$ cat src/sv/gsv_pkg.sv
`timescale 1ns / 1ps
// gsv_pkg: widths, vertex-mask codes, register indexes and shared types
// for the grid strip vertex generator. No dependencies.
package gsv_pkg;

  localparam int PIECES_MAX = 4096;
  localparam int FRAC_BITS  = 16;

  localparam int CNT_W  = 13;   // piece counts and corner indices
  localparam int IDX_W  = 12;   // cell column / row
  localparam int POS_W  = 31;
  localparam int TEX_W  = 32;
  localparam int NKIND  = 6;    // vertex kinds a cell can emit
  localparam int QDEPTH = 4;
  localparam int QPTR_W = $clog2(QDEPTH);

  // Register indexes (byte address = 4 * index)
  localparam logic [2:0] REG_PIECES_X     = 3'd0;
  localparam logic [2:0] REG_PIECES_Y     = 3'd1;
  localparam logic [2:0] REG_STEP_X       = 3'd2;
  localparam logic [2:0] REG_STEP_Y       = 3'd3;
  localparam logic [2:0] REG_TEX_STEP_S   = 3'd4;
  localparam logic [2:0] REG_TEX_STEP_T   = 3'd5;
  localparam logic [2:0] REG_TEX_ORIGIN_S = 3'd6;
  localparam logic [2:0] REG_TEX_ORIGIN_T = 3'd7;

  // Vertex mask bits, in emission order
  localparam int VK_LEAD_B  = 0;
  localparam int VK_B       = 1;
  localparam int VK_A       = 2;
  localparam int VK_D       = 3;
  localparam int VK_C       = 4;
  localparam int VK_TRAIL_C = 5;

  // Kinds that sit one column right / one row down
  localparam logic [NKIND-1:0] KIND_DI = (NKIND'(1) << VK_D) | (NKIND'(1) << VK_C) |
                                         (NKIND'(1) << VK_TRAIL_C);
  localparam logic [NKIND-1:0] KIND_DJ = (NKIND'(1) << VK_LEAD_B) | (NKIND'(1) << VK_B) |
                                         (NKIND'(1) << VK_D);

  typedef logic [NKIND-1:0] vmask_t;

  typedef struct packed {
    logic [IDX_W-1:0] col;
    logic [IDX_W-1:0] row;
    vmask_t           mask;
  } cell_t;

  typedef struct packed {
    logic full;
    logic empty;
  } q_stat_t;

  typedef struct packed {
    logic        [CNT_W-1:0] pieces_x;
    logic        [CNT_W-1:0] pieces_y;
    logic        [POS_W-1:0] step_x;
    logic        [POS_W-1:0] step_y;
    logic signed [TEX_W-1:0] tex_step_s;
    logic signed [TEX_W-1:0] tex_step_t;
    logic signed [TEX_W-1:0] tex_origin_s;
    logic signed [TEX_W-1:0] tex_origin_t;
  } cfg_t;

endpackage

$ cat src/sv/grid_strip_vertex_generator_unit.sv
`timescale 1ns / 1ps
// grid_strip_vertex_generator_unit: top level with the register file,
// cell classifier, cell queue and vertex back end. Depends on gsv_pkg.
//
//   Channel   Handshake                    Payload
//   -------   --------------------------   ------------------------------------
//   cell in   start & !busy                in_cell_col, in_cell_row
//   vertex    out_valid (one cycle each)   out_pos_x/y, out_tex_s/t,
//                                          out_last_of_cell
//   regs      psel & penable & pwrite      paddr (4*index), pwdata, prdata
//
// Vertices: each cell yields 2 to 6 vertices, one per clock at the result port,
// 2 for an interior cell and more on the first and last columns; the back-end
// sequencer emits them. Between leaving the queue and the port, a vertex passes
// the sequencer register, the corner-index stage, the product stage and the
// output register; an accepted cell first passes the queue.
// Stalls: busy is high only while the 4-entry cell queue is full. The
// receiver cannot stall; vertices are never held.
// Reset: synchronous, active low; registers return to their reset values
// and the queue and pipeline are emptied.
module grid_strip_vertex_generator_unit import gsv_pkg::*; (
  input  logic                    clk,
  input  logic                    rst_n,
  // cell transactions
  input  logic                    start,
  output logic                    busy,
  input  logic        [IDX_W-1:0] in_cell_col,
  input  logic        [IDX_W-1:0] in_cell_row,
  // vertex transactions
  output logic                    out_valid,
  output logic        [POS_W-1:0] out_pos_x,
  output logic        [POS_W-1:0] out_pos_y,
  output logic signed [TEX_W-1:0] out_tex_s,
  output logic signed [TEX_W-1:0] out_tex_t,
  output logic                    out_last_of_cell,
  // register port
  input  logic                    psel,
  input  logic                    penable,
  input  logic                    pwrite,
  input  logic              [4:0] paddr,
  input  logic             [31:0] pwdata,
  output logic             [31:0] prdata,
  output logic                    pready
);

  cfg_t       cfg_r;
  logic [2:0] reg_idx;
  logic       reg_wr;

  cell_t      cls_cell;
  cell_t      q_head;
  q_stat_t    q_stat;
  logic       q_push;
  logic       q_pop;

  // ---------------- register file ----------------
  assign pready  = 1'b1;
  assign reg_idx = paddr[4:2];
  assign reg_wr  = psel && penable && pwrite;

  always_ff @(posedge clk) begin
    if (!rst_n) begin
      cfg_r.pieces_x     <= CNT_W'(1);
      cfg_r.pieces_y     <= CNT_W'(1);
      cfg_r.step_x       <= POS_W'(1) << FRAC_BITS;
      cfg_r.step_y       <= POS_W'(1) << FRAC_BITS;
      cfg_r.tex_step_s   <= TEX_W'(1) << FRAC_BITS;
      cfg_r.tex_step_t   <= TEX_W'(1) << FRAC_BITS;
      cfg_r.tex_origin_s <= '0;
      cfg_r.tex_origin_t <= '0;
    end else if (reg_wr) begin
      case (reg_idx)
        REG_PIECES_X:     cfg_r.pieces_x     <= pwdata[CNT_W-1:0];
        REG_PIECES_Y:     cfg_r.pieces_y     <= pwdata[CNT_W-1:0];
        REG_STEP_X:       cfg_r.step_x       <= pwdata[POS_W-1:0];
        REG_STEP_Y:       cfg_r.step_y       <= pwdata[POS_W-1:0];
        REG_TEX_STEP_S:   cfg_r.tex_step_s   <= pwdata;
        REG_TEX_STEP_T:   cfg_r.tex_step_t   <= pwdata;
        REG_TEX_ORIGIN_S: cfg_r.tex_origin_s <= pwdata;
        REG_TEX_ORIGIN_T: cfg_r.tex_origin_t <= pwdata;
        default: ;
      endcase
    end
  end

  always_comb begin
    case (reg_idx)
      REG_PIECES_X:     prdata = 32'(cfg_r.pieces_x);
      REG_PIECES_Y:     prdata = 32'(cfg_r.pieces_y);
      REG_STEP_X:       prdata = 32'(cfg_r.step_x);
      REG_STEP_Y:       prdata = 32'(cfg_r.step_y);
      REG_TEX_STEP_S:   prdata = cfg_r.tex_step_s;
      REG_TEX_STEP_T:   prdata = cfg_r.tex_step_t;
      REG_TEX_ORIGIN_S: prdata = cfg_r.tex_origin_s;
      REG_TEX_ORIGIN_T: prdata = cfg_r.tex_origin_t;
      default:          prdata = '0;
    endcase
  end

  // ---------------- front: classify and enqueue ----------------
  assign busy   = q_stat.full;
  assign q_push = start && !busy;

  gsv_front u_front (
    .cell_col (in_cell_col),
    .cell_row (in_cell_row),
    .cfg      (cfg_r),
    .cell_cls (cls_cell)
  );

  gsv_queue u_queue (
    .clk       (clk),
    .rst_n     (rst_n),
    .push      (q_push),
    .push_cell (cls_cell),
    .pop       (q_pop),
    .head      (q_head),
    .stat      (q_stat)
  );

  // ---------------- back: sequence vertices and compute ----------------
  gsv_back u_back (
    .clk   (clk),
    .rst_n (rst_n),
    .cfg   (cfg_r),
    .head  (q_head),
    .qstat (q_stat),
    .pop   (q_pop),
    .vld   (out_valid),
    .pos_x (out_pos_x),
    .pos_y (out_pos_y),
    .tex_s (out_tex_s),
    .tex_t (out_tex_t),
    .last  (out_last_of_cell)
  );

endmodule

$ cat src/sv/gsv_front.sv
`timescale 1ns / 1ps
// gsv_front: classifies an incoming cell into the set of strip vertices it
// emits. Depends on gsv_pkg.
module gsv_front import gsv_pkg::*; (
  input  logic [IDX_W-1:0] cell_col,
  input  logic [IDX_W-1:0] cell_row,
  input  cfg_t             cfg,
  output cell_t            cell_cls
);

  logic [CNT_W-1:0] px_eff;
  logic [CNT_W-1:0] py_eff;
  logic [CNT_W-1:0] col_p1;
  logic [CNT_W-1:0] row_p1;
  logic             multi_row;
  logic             first_col;

  always_comb begin
    px_eff    = (cfg.pieces_x > CNT_W'(PIECES_MAX)) ? CNT_W'(PIECES_MAX) : cfg.pieces_x;
    py_eff    = (cfg.pieces_y > CNT_W'(PIECES_MAX)) ? CNT_W'(PIECES_MAX) : cfg.pieces_y;
    col_p1    = CNT_W'(cell_col) + CNT_W'(1);
    row_p1    = CNT_W'(cell_row) + CNT_W'(1);
    multi_row = py_eff > CNT_W'(1);
    first_col = (cell_col == '0);

    cell_cls.col  = cell_col;
    cell_cls.row  = cell_row;
    cell_cls.mask = '0;
    cell_cls.mask[VK_LEAD_B]  = multi_row && first_col && (cell_row != '0);
    cell_cls.mask[VK_B]       = first_col;
    cell_cls.mask[VK_A]       = first_col;
    cell_cls.mask[VK_D]       = 1'b1;
    cell_cls.mask[VK_C]       = 1'b1;
    cell_cls.mask[VK_TRAIL_C] = multi_row && (col_p1 == px_eff) && (row_p1 != py_eff);
  end

endmodule

$ cat src/sv/gsv_queue.sv
`timescale 1ns / 1ps
// gsv_queue: small FIFO of classified cells between front and back.
// Depends on gsv_pkg.
module gsv_queue import gsv_pkg::*; (
  input  logic    clk,
  input  logic    rst_n,
  input  logic    push,
  input  cell_t   push_cell,
  input  logic    pop,
  output cell_t   head,
  output q_stat_t stat
);

  cell_t               mem [QDEPTH];
  logic [QPTR_W-1:0]   wr_ptr_r, wr_ptr_nxt;
  logic [QPTR_W-1:0]   rd_ptr_r, rd_ptr_nxt;
  logic [QPTR_W:0]     cnt_r, cnt_nxt;

  always_comb begin
    wr_ptr_nxt = push ? wr_ptr_r + QPTR_W'(1) : wr_ptr_r;
    rd_ptr_nxt = pop  ? rd_ptr_r + QPTR_W'(1) : rd_ptr_r;
    cnt_nxt    = cnt_r + (QPTR_W+1)'(push) - (QPTR_W+1)'(pop);
  end

  always_ff @(posedge clk) begin
    if (!rst_n) begin
      wr_ptr_r <= '0;
      rd_ptr_r <= '0;
      cnt_r    <= '0;
    end else begin
      wr_ptr_r <= wr_ptr_nxt;
      rd_ptr_r <= rd_ptr_nxt;
      cnt_r    <= cnt_nxt;
    end
  end

  always_ff @(posedge clk) begin
    if (push) begin
      mem[wr_ptr_r] <= push_cell;
    end
  end

  assign head       = mem[rd_ptr_r];
  assign stat.full  = (cnt_r == (QPTR_W+1)'(QDEPTH));
  assign stat.empty = (cnt_r == '0);

endmodule

$ cat src/sv/gsv_back.sv
`timescale 1ns / 1ps
// gsv_back: walks each cell's vertex mask one vertex per cycle, then a
// corner-index, a multiply and a saturating add stage. Depends on gsv_pkg.
module gsv_back import gsv_pkg::*; (
  input  logic                    clk,
  input  logic                    rst_n,
  input  cfg_t                    cfg,
  input  cell_t                   head,
  input  q_stat_t                 qstat,
  output logic                    pop,
  output logic                    vld,
  output logic        [POS_W-1:0] pos_x,
  output logic        [POS_W-1:0] pos_y,
  output logic signed [TEX_W-1:0] tex_s,
  output logic signed [TEX_W-1:0] tex_t,
  output logic                    last
);

  localparam int PP_W = CNT_W + POS_W;       // position product
  localparam int TP_W = CNT_W + 1 + TEX_W;   // texture product, signed
  localparam int TS_W = TP_W + 1;            // texture sum

  function automatic logic [POS_W-1:0] sat_pos(input logic [PP_W-1:0] v);
    return (v[PP_W-1:POS_W] != '0) ? {POS_W{1'b1}} : v[POS_W-1:0];
  endfunction

  function automatic logic signed [TEX_W-1:0] sat_tex(input logic signed [TS_W-1:0] v);
    logic hi_same;
    hi_same = (v[TS_W-1:TEX_W-1] == '0) || (v[TS_W-1:TEX_W-1] == '1);
    if (hi_same) return v[TEX_W-1:0];
    return v[TS_W-1] ? {1'b1, {(TEX_W-1){1'b0}}} : {1'b0, {(TEX_W-1){1'b1}}};
  endfunction

  // sequencer: current cell and the vertices still to emit
  logic [IDX_W-1:0] col_r, row_r;
  vmask_t           rem_r, rem_nxt;
  vmask_t           low;
  vmask_t           left;

  // stage 1: corner indices
  logic             s1_vld_r;
  logic             s1_last_r;
  logic [CNT_W-1:0] s1_i_r, s1_j_r;

  // stage 2: products
  logic                   s2_vld_r;
  logic                   s2_last_r;
  logic [PP_W-1:0]        px_prod_r, py_prod_r;
  logic signed [TP_W-1:0] ts_prod_r, tt_prod_r;
  logic [PP_W-1:0]        px_prod_nxt, py_prod_nxt;
  logic signed [TP_W-1:0] ts_prod_nxt, tt_prod_nxt;
  logic signed [TS_W-1:0] ts_sum, tt_sum;

  always_comb begin
    low  = rem_r & (~rem_r + vmask_t'(1));
    left = rem_r & ~low;
    pop  = (left == '0) && !qstat.empty;
    if (pop) begin
      rem_nxt = head.mask;
    end else begin
      rem_nxt = left;
    end
  end

  always_ff @(posedge clk) begin
    if (!rst_n) begin
      rem_r    <= '0;
      s1_vld_r <= 1'b0;
      s2_vld_r <= 1'b0;
      vld      <= 1'b0;
    end else begin
      rem_r    <= rem_nxt;
      s1_vld_r <= (rem_r != '0);
      s2_vld_r <= s1_vld_r;
      vld      <= s2_vld_r;
    end
  end

  always_ff @(posedge clk) begin
    if (pop) begin
      col_r <= head.col;
      row_r <= head.row;
    end
    s1_i_r    <= CNT_W'(col_r) + CNT_W'(|(low & KIND_DI));
    s1_j_r    <= CNT_W'(row_r) + CNT_W'(|(low & KIND_DJ));
    s1_last_r <= (left == '0);
  end

  always_comb begin
    px_prod_nxt = PP_W'(s1_i_r) * PP_W'(cfg.step_x);
    py_prod_nxt = PP_W'(s1_j_r) * PP_W'(cfg.step_y);
    ts_prod_nxt = TP_W'($signed({1'b0, s1_i_r})) * TP_W'($signed(cfg.tex_step_s));
    tt_prod_nxt = TP_W'($signed({1'b0, s1_j_r})) * TP_W'($signed(cfg.tex_step_t));
  end

  always_ff @(posedge clk) begin
    px_prod_r <= px_prod_nxt;
    py_prod_r <= py_prod_nxt;
    ts_prod_r <= ts_prod_nxt;
    tt_prod_r <= tt_prod_nxt;
    s2_last_r <= s1_last_r;
  end

  always_comb begin
    ts_sum = TS_W'(ts_prod_r) + TS_W'($signed(cfg.tex_origin_s));
    tt_sum = TS_W'(tt_prod_r) + TS_W'($signed(cfg.tex_origin_t));
  end

  always_ff @(posedge clk) begin
    pos_x <= sat_pos(px_prod_r);
    pos_y <= sat_pos(py_prod_r);
    tex_s <= sat_tex(ts_sum);
    tex_t <= sat_tex(tt_sum);
    last  <= s2_last_r;
  end

endmodule

$ cat config.mk
export PLATFORM = sky130hd
export DESIGN_NAME = grid_strip_vertex_generator_unit
export DESIGN_NICKNAME = d
export VERILOG_FILES = /design/src/sv/gsv_pkg.sv /design/src/sv/grid_strip_vertex_generator_unit.sv /design/src/sv/gsv_front.sv /design/src/sv/gsv_queue.sv /design/src/sv/gsv_back.sv
export SDC_FILE = /design/constraint.sdc
export NUM_CORES = 2
export LEC_CHECK = 0
export BUFFER_PORTS_ARGS = -buffer_cell sky130_fd_sc_hd__clkbuf_2
export CAP_MARGIN = 15
export CELL_PAD_IN_SITES_DETAIL_PLACEMENT = 0
export CELL_PAD_IN_SITES_GLOBAL_PLACEMENT = 1
export CORE_MARGIN = 1
export CORE_UTILIZATION = 36
export CTS_BUF_LIST = sky130_fd_sc_hd__clkbuf_16
export CTS_CLUSTER_DIAMETER = 100
export CTS_CLUSTER_SIZE = 30
export DETAILED_ROUTE_END_ITERATION = 16
export PLACE_DENSITY = 0.63
export SKIP_CTS_REPAIR_TIMING = 1
export SYNTH_ARGS = -nofsm -noshare
export SYNTH_HDL_FRONTEND = slang
export SYNTH_SLANG_ARGS = --single-unit
$ cat constraint.sdc
create_clock -name clk -period 9.6 [get_ports clk]
set_input_delay 1.44 -clock clk [delete_from_list [all_inputs] [get_ports clk]]
set_output_delay 1.44 -clock clk [all_outputs]
set_load 0.03 [all_outputs]
== Yosys cells after proc, flatten, opt, wreduce, memory -nomap -nowiden ==
Memory sizes are Yosys's and may differ from the RTL's. A register that Yosys moved wholly into a read port is not among the register bits.
Cells that the tools add are included.
Cells by class
  add/subtract/negate cells: 11
  multiply operators: 4
  order comparisons: 3
  eq/ne operators: 12
  multiplexer cells: 16
  bitwise operators: 4
  reductions and logical operators: 32
Operators with widths (count)
  32-bit case mux with 8 select lines: 1
  32-bit two-way mux: 6
  46-bit by 32-bit adder with 47-bit output: 2
  14-bit by 32-bit multiplier with 46-bit output: 2
  13-bit by 31-bit multiplier with 44-bit output: 2
  16-bit == test (second input constant): 2
  16-bit zero test: 2
  12-bit by 1-bit adder with 13-bit output: 2
  12-bit by 1-bit adder with 13-bit output (second input constant): 2
  13-bit greater-than comparator (second input constant): 2
  13-bit two-way mux: 2
  13-bit nonzero test: 2
  2-bit AND reduction: 8
  3-bit == test (second input constant): 5
  13-bit == test: 1
  13-bit by 1-bit greater-than comparator with 1-bit output (second input constant): 1
  13-bit inequality test: 1
  6-bit AND: 2
  12-bit zero test: 1
  6-bit inverter: 2
  12-bit nonzero test: 1
  1-bit logical AND: 8
  6-bit by 1-bit adder with 6-bit output (second input constant): 1
  3-bit by 2-bit == test with 1-bit output (second input constant): 2
  other kinds (13): 22
Word-level totals
  bits in registers: 591
  bits in writable memories: 112
  input port bits: 67
  output and inout bits: 162
  word-level logic and storage cells: 113
  memories kept: 1
Memory list
  u_queue.mem: words 4, width 28, read ports 1, clocked after Yosys merged registers in 1, write ports 1, RTL line gsv_queue.sv:14  | cell_t mem [QDEPTH];

== Depth between registers and ports, before layout ==
  depth in word-level cells: 9
  depth in mapped cells: 29

== Cells and area by module ==
Synthesis repeated with hierarchy kept, for this count alone.
Second synthesis, totals
  cell total of the unflattened synthesis: 9231
  area total of the unflattened synthesis: 84474.8 um^2
By module, submodules not included
  gsv_back: times used 1, cells each 7610, area an instance 68363.1 um^2, seq. area each 7607.3 um^2
  grid_strip_vertex_generator_unit: times used 1, cells each 1230, area an instance 9993.3 um^2, seq. area each 4324.1 um^2
  gsv_queue: times used 1, cells each 199, area an instance 4770.8 um^2, seq. area each 3783.6 um^2
  gsv_front: times used 1, cells each 192, area an instance 1347.5 um^2, seq. area each 0.0 um^2

== Least setup slack after synthesis ==
No wires, ideal clock.
  kind: register to register
  start point: reg u_back.s1_i_r[1]
  end point: reg u_back.px_prod_r[43]
  data arrival time: 6704 ps
  required time: 9528 ps
  slack: 2823 ps
  stages on the path, launching flop included: 25
  buffers on the path: 2
  period minus slack after synthesis: 6777 ps
  cell sequence: dfxtp_1 -> clkbuf_1 -> clkbuf_1 -> nand2_1 -> fa_1 -> inv_1 -> fa_1 -> fa_1 -> fa_1 -> inv_1 -> fa_1 -> inv_1 -> ha_1 -> a211o_1 -> a2111oi_1 -> o21ai_1 -> a31o_1 -> a211o_1 -> o311a_1 -> o31a_1 -> o41ai_2 -> o21ai_1 -> or4_1 -> a31oi_1 -> xnor2_1
On the way
  cells in the longest elaborated chain, start to end: 1
Ends and longest elaborated chain
  from (decl): RTL line gsv_back.sv:43  | logic [CNT_W-1:0] s1_i_r, s1_j_r;
  from (signal assigned): RTL line gsv_back.sv:84  | s1_i_r <= CNT_W'(col_r) + CNT_W'(|(low & KIND_DI));
  13-bit by 31-bit multiplier with 44-bit output: RTL line gsv_back.sv:90  | px_prod_nxt = PP_W'(s1_i_r) * PP_W'(cfg.step_x);
  net u_back.px_prod_nxt[43]: RTL line gsv_back.sv:50  | logic [PP_W-1:0] px_prod_nxt, py_prod_nxt;
  to (signal assigned): RTL line gsv_back.sv:97  | px_prod_r <= px_prod_nxt;
  to (decl): RTL line gsv_back.sv:48  | logic [PP_W-1:0] px_prod_r, py_prod_r;
The timed path passes the listed nets, and every way through them passes these cells.
A chain may end at the register's enable or synchronous reset.

== Worst setup path after layout ==
  start point: reg u_back.s1_i_r[11]
  end point: reg u_back.ts_prod_r[44]
On the way
  cells in the longest elaborated chain, start to end: 1
Ends and longest elaborated chain
  14-bit by 32-bit multiplier with 46-bit output: RTL line gsv_back.sv:92  | ts_prod_nxt = TP_W'($signed({1'b0, s1_i_r})) * TP_W'($signed(cfg.tex_step_s));
  net u_back.ts_prod_nxt[44]: RTL line gsv_back.sv:51  | logic signed [TP_W-1:0] ts_prod_nxt, tt_prod_nxt;
  to (signal assigned): RTL line gsv_back.sv:99  | ts_prod_r <= ts_prod_nxt;
  to (decl): RTL line gsv_back.sv:49  | logic signed [TP_W-1:0] ts_prod_r, tt_prod_r;
The timed path passes the listed nets, and every way through them passes these cells.

==> flow_summary.toml <==
[finish]
fin_nets = 11028
final_common_cell = "inv_1"
synthToLayoutAreaGrowth_pct = 6.82
final_cells = 12141
layout_common_cells = "1618 x inv_1, 1546 x nand2_1, 1397 x fa_1"
drive_above_1_share = 0.0637
fin_area_um2 = 89000
nFillCells = 23332

[yosys]
synth-edff-count = 132
yosysWarnings = 0
async_reset_ff_frac = 0
synth_ff_type = "dfxtp_1"
synth_cells = 9185
syn_area_um2 = 83300
synth_nets = 11145
synth_cell_types = 85
synth.avg_cell_area_um2 = 9.07
ys_ff_latch = 701
ys_seq_area_frac = 0.184

[global_routing]
grt.overflow.total = 0
antenna_found_initial = 21
first_global_vias = 65363
grt_usage = 0.223
grt_pass1_wl_um = 402000
grt_max_degree = 145

[power_and_ir_drop]
vdd_drop_max_mv = 0.269
p_per_area_nw_per_um2 = 135
leakagePower_uw = 0.0427

[sta]
max_freq_mhz = 125
rsz0062_at_grt = "no"
tightest_slew_ps = 1210
whs_ps = 345
setup_ws_ps = 1580
finalHoldViolations = 0
fin_worst_skew_ps = 81.2
finalSetupTns_ps = 0
finalCritPeriodShare = 0.836
finalMaxSlewViolations = 0
min_period_ps = 8020
final-setup-viol-count = 0
slew_headroom = 0.188

[setup_path]
cp.arrival_ps = 8650
cp-end-kind = "register"
path_max_fanout = 34
crit_slowest_cell = "dfxtp_2"
worst-path-buf-inv = 5
cp.required_ps = 10220
cp_top_family = "adder cells"
path_class = "register to register"
crit_path_start_kind = "register"
worst_path_most_repeated_cell = "fa_1"
max_stage_delay_ps = 950

[clocking]
clk_pin_slew_ps = 110
cts_tree = "built"
cts_max_level = 2
clock-sinks = 701
cts_buffers = 44
clk_latency_ps = 760
cts-root-buf = "clkbuf_16"
clock_path_buffers = 3

[floorplanning]
core.rowCount = 176
start_util = 0.362
die_w_um = 483
ios = 229
coreArea_um2 = 230000
fp.dieH_um = 483
die_area_um2 = 233000

[routing]
wl_per_cell_um = 21.2
via_count = 61536
drt_iter0_drc = 4020
viasPerCell = 5.07
routed_wirelength_um = 257000
ant_nets = 0
route.detailed.drc = 0
dr.pass1.iters = 6

[placed_design]
io_buffers = 225
place_inst = 12046
dp_hpwl_um = 198000
postPlaceCellArea_um2 = 87200
place_ws_ps = 1750
place_congestion = 0.877

[flow_run]
drv_cap = 0

[min_path]
hold_path_class = "register to register"

[outcome]
outcome = "finished, final reports clean"
routing by layer:
| layer | track usage | vias up | share of wire |
|---|---|---|---|
| met5 | 0 | - | 0.00024 |
| met4 | 0.0757 | 10 | 0.038 |
| met3 | 0.0306 | 303 | 0.056 |
| met2 | 0.357 | 1587 | 0.45 |
| met1 | 0.308 | 31550 | 0.45 |
| li1 | - | 28086 | - |
worst paths after layout:
check / start / to / slack (ps) / cells past startpoint
max reg2reg: u_back.s1_i_r[11]$_DFF_P_ / u_back.ts_prod_r[44]$_DFF_P_ / 1580 / 25
max: u_back.s1_i_r[11]$_DFF_P_ / u_back.ts_prod_r[44]$_DFF_P_ / 1580 / 25
min: u_back.s2_last_r$_DFF_P_ / u_back.last$_DFF_P_ / 340 / 0
min reg2reg: u_back.s2_last_r$_DFF_P_ / u_back.last$_DFF_P_ / 340 / 0
flip-flops by register name, indices dropped and copies added, names as in the netlist, 2 cells and up, named ones only:
register	flops
cfg_r	216
u_queue.mem	108
u_back.ts_prod_r	46
u_back.tt_prod_r	46
u_back.px_prod_r	44
u_back.py_prod_r	44
u_back.tex_s	32
u_back.tex_t	32
u_back.pos_x	31
u_back.pos_y	31
u_back.s1_i_r	13
u_back.s1_j_r	13
u_back.col_r	12
u_back.row_r	12
u_back.rem_r	6
u_queue.cnt_r	3
u_queue.rd_ptr_r	2
u_queue.wr_ptr_r	2
cell type report:
| type | instances | area (um^2) | share of cell area |
|---|---|---|---|
| Inverter | 1616 | 6070 | 0.0682 |
| Clock inverter | 37 | 619 | 0.00696 |
| Clock buffer | 44 | 1100 | 0.0124 |
| Timing Repair Buffer | 319 | 1890 | 0.0212 |
| Antenna cell | 12 | 30.0 | 0.000337 |
| Tap cell | 3026 | 3790 | 0.0425 |
| Multi-Input combinational cell | 6386 | 60100 | 0.675 |
| Sequential cell | 701 | 15400 | 0.173 |
stage by stage:
step / utilization / total power (uW)
after floorplan: - / 7630
after global placement: 0.379 / 9680
after detailed placement: 0.379 / 9690
after CTS: 0.387 / 12100
after global routing: 0.387 / 12700
final: 0.387 / 12000
synth_stat cells, drive strengths merged (94+ instances only):
cell,n,area (um^2)
a21boi,220,1650
a21o,121,908
clkbuf,456,1720
mux2i,94,941
dfxtp,569,11400
nor2,226,848
xor2,98,858
a21oi,258,1290
nand2,1546,5800
o21ai,182,911
fa,1397,28000
ha,496,6210
and2,739,4620
inv,1615,6060
edfxtp,132,3960
xnor2,194,1700
logic make-up after synthesis:
| group | share of synthesized area |
|---|---|
| AOI/OAI and AO/OA | 0.0874 |
| buffers and inverters | 0.0954 |
| muxes | 0.0245 |
| adders and majority gates | 0.410 |
| xor gates and xnor gates | 0.0307 |
| other | 0.0000450 |
| DFF | 0.184 |
| and+or+nand+nor | 0.167 |
power breakdown:
| part | internal [uW] | leakage (uW) | switching (uW) |
|---|---|---|---|
| combinational | 1660 | 0.0359 | 3350 |
| clock | 985 | 0.000816 | 1350 |
| sequential | 3680 | 0.00590 | 957 |
| total | 6330 | 0.0427 | 5660 |
Power figures use the tool's default switching activity.
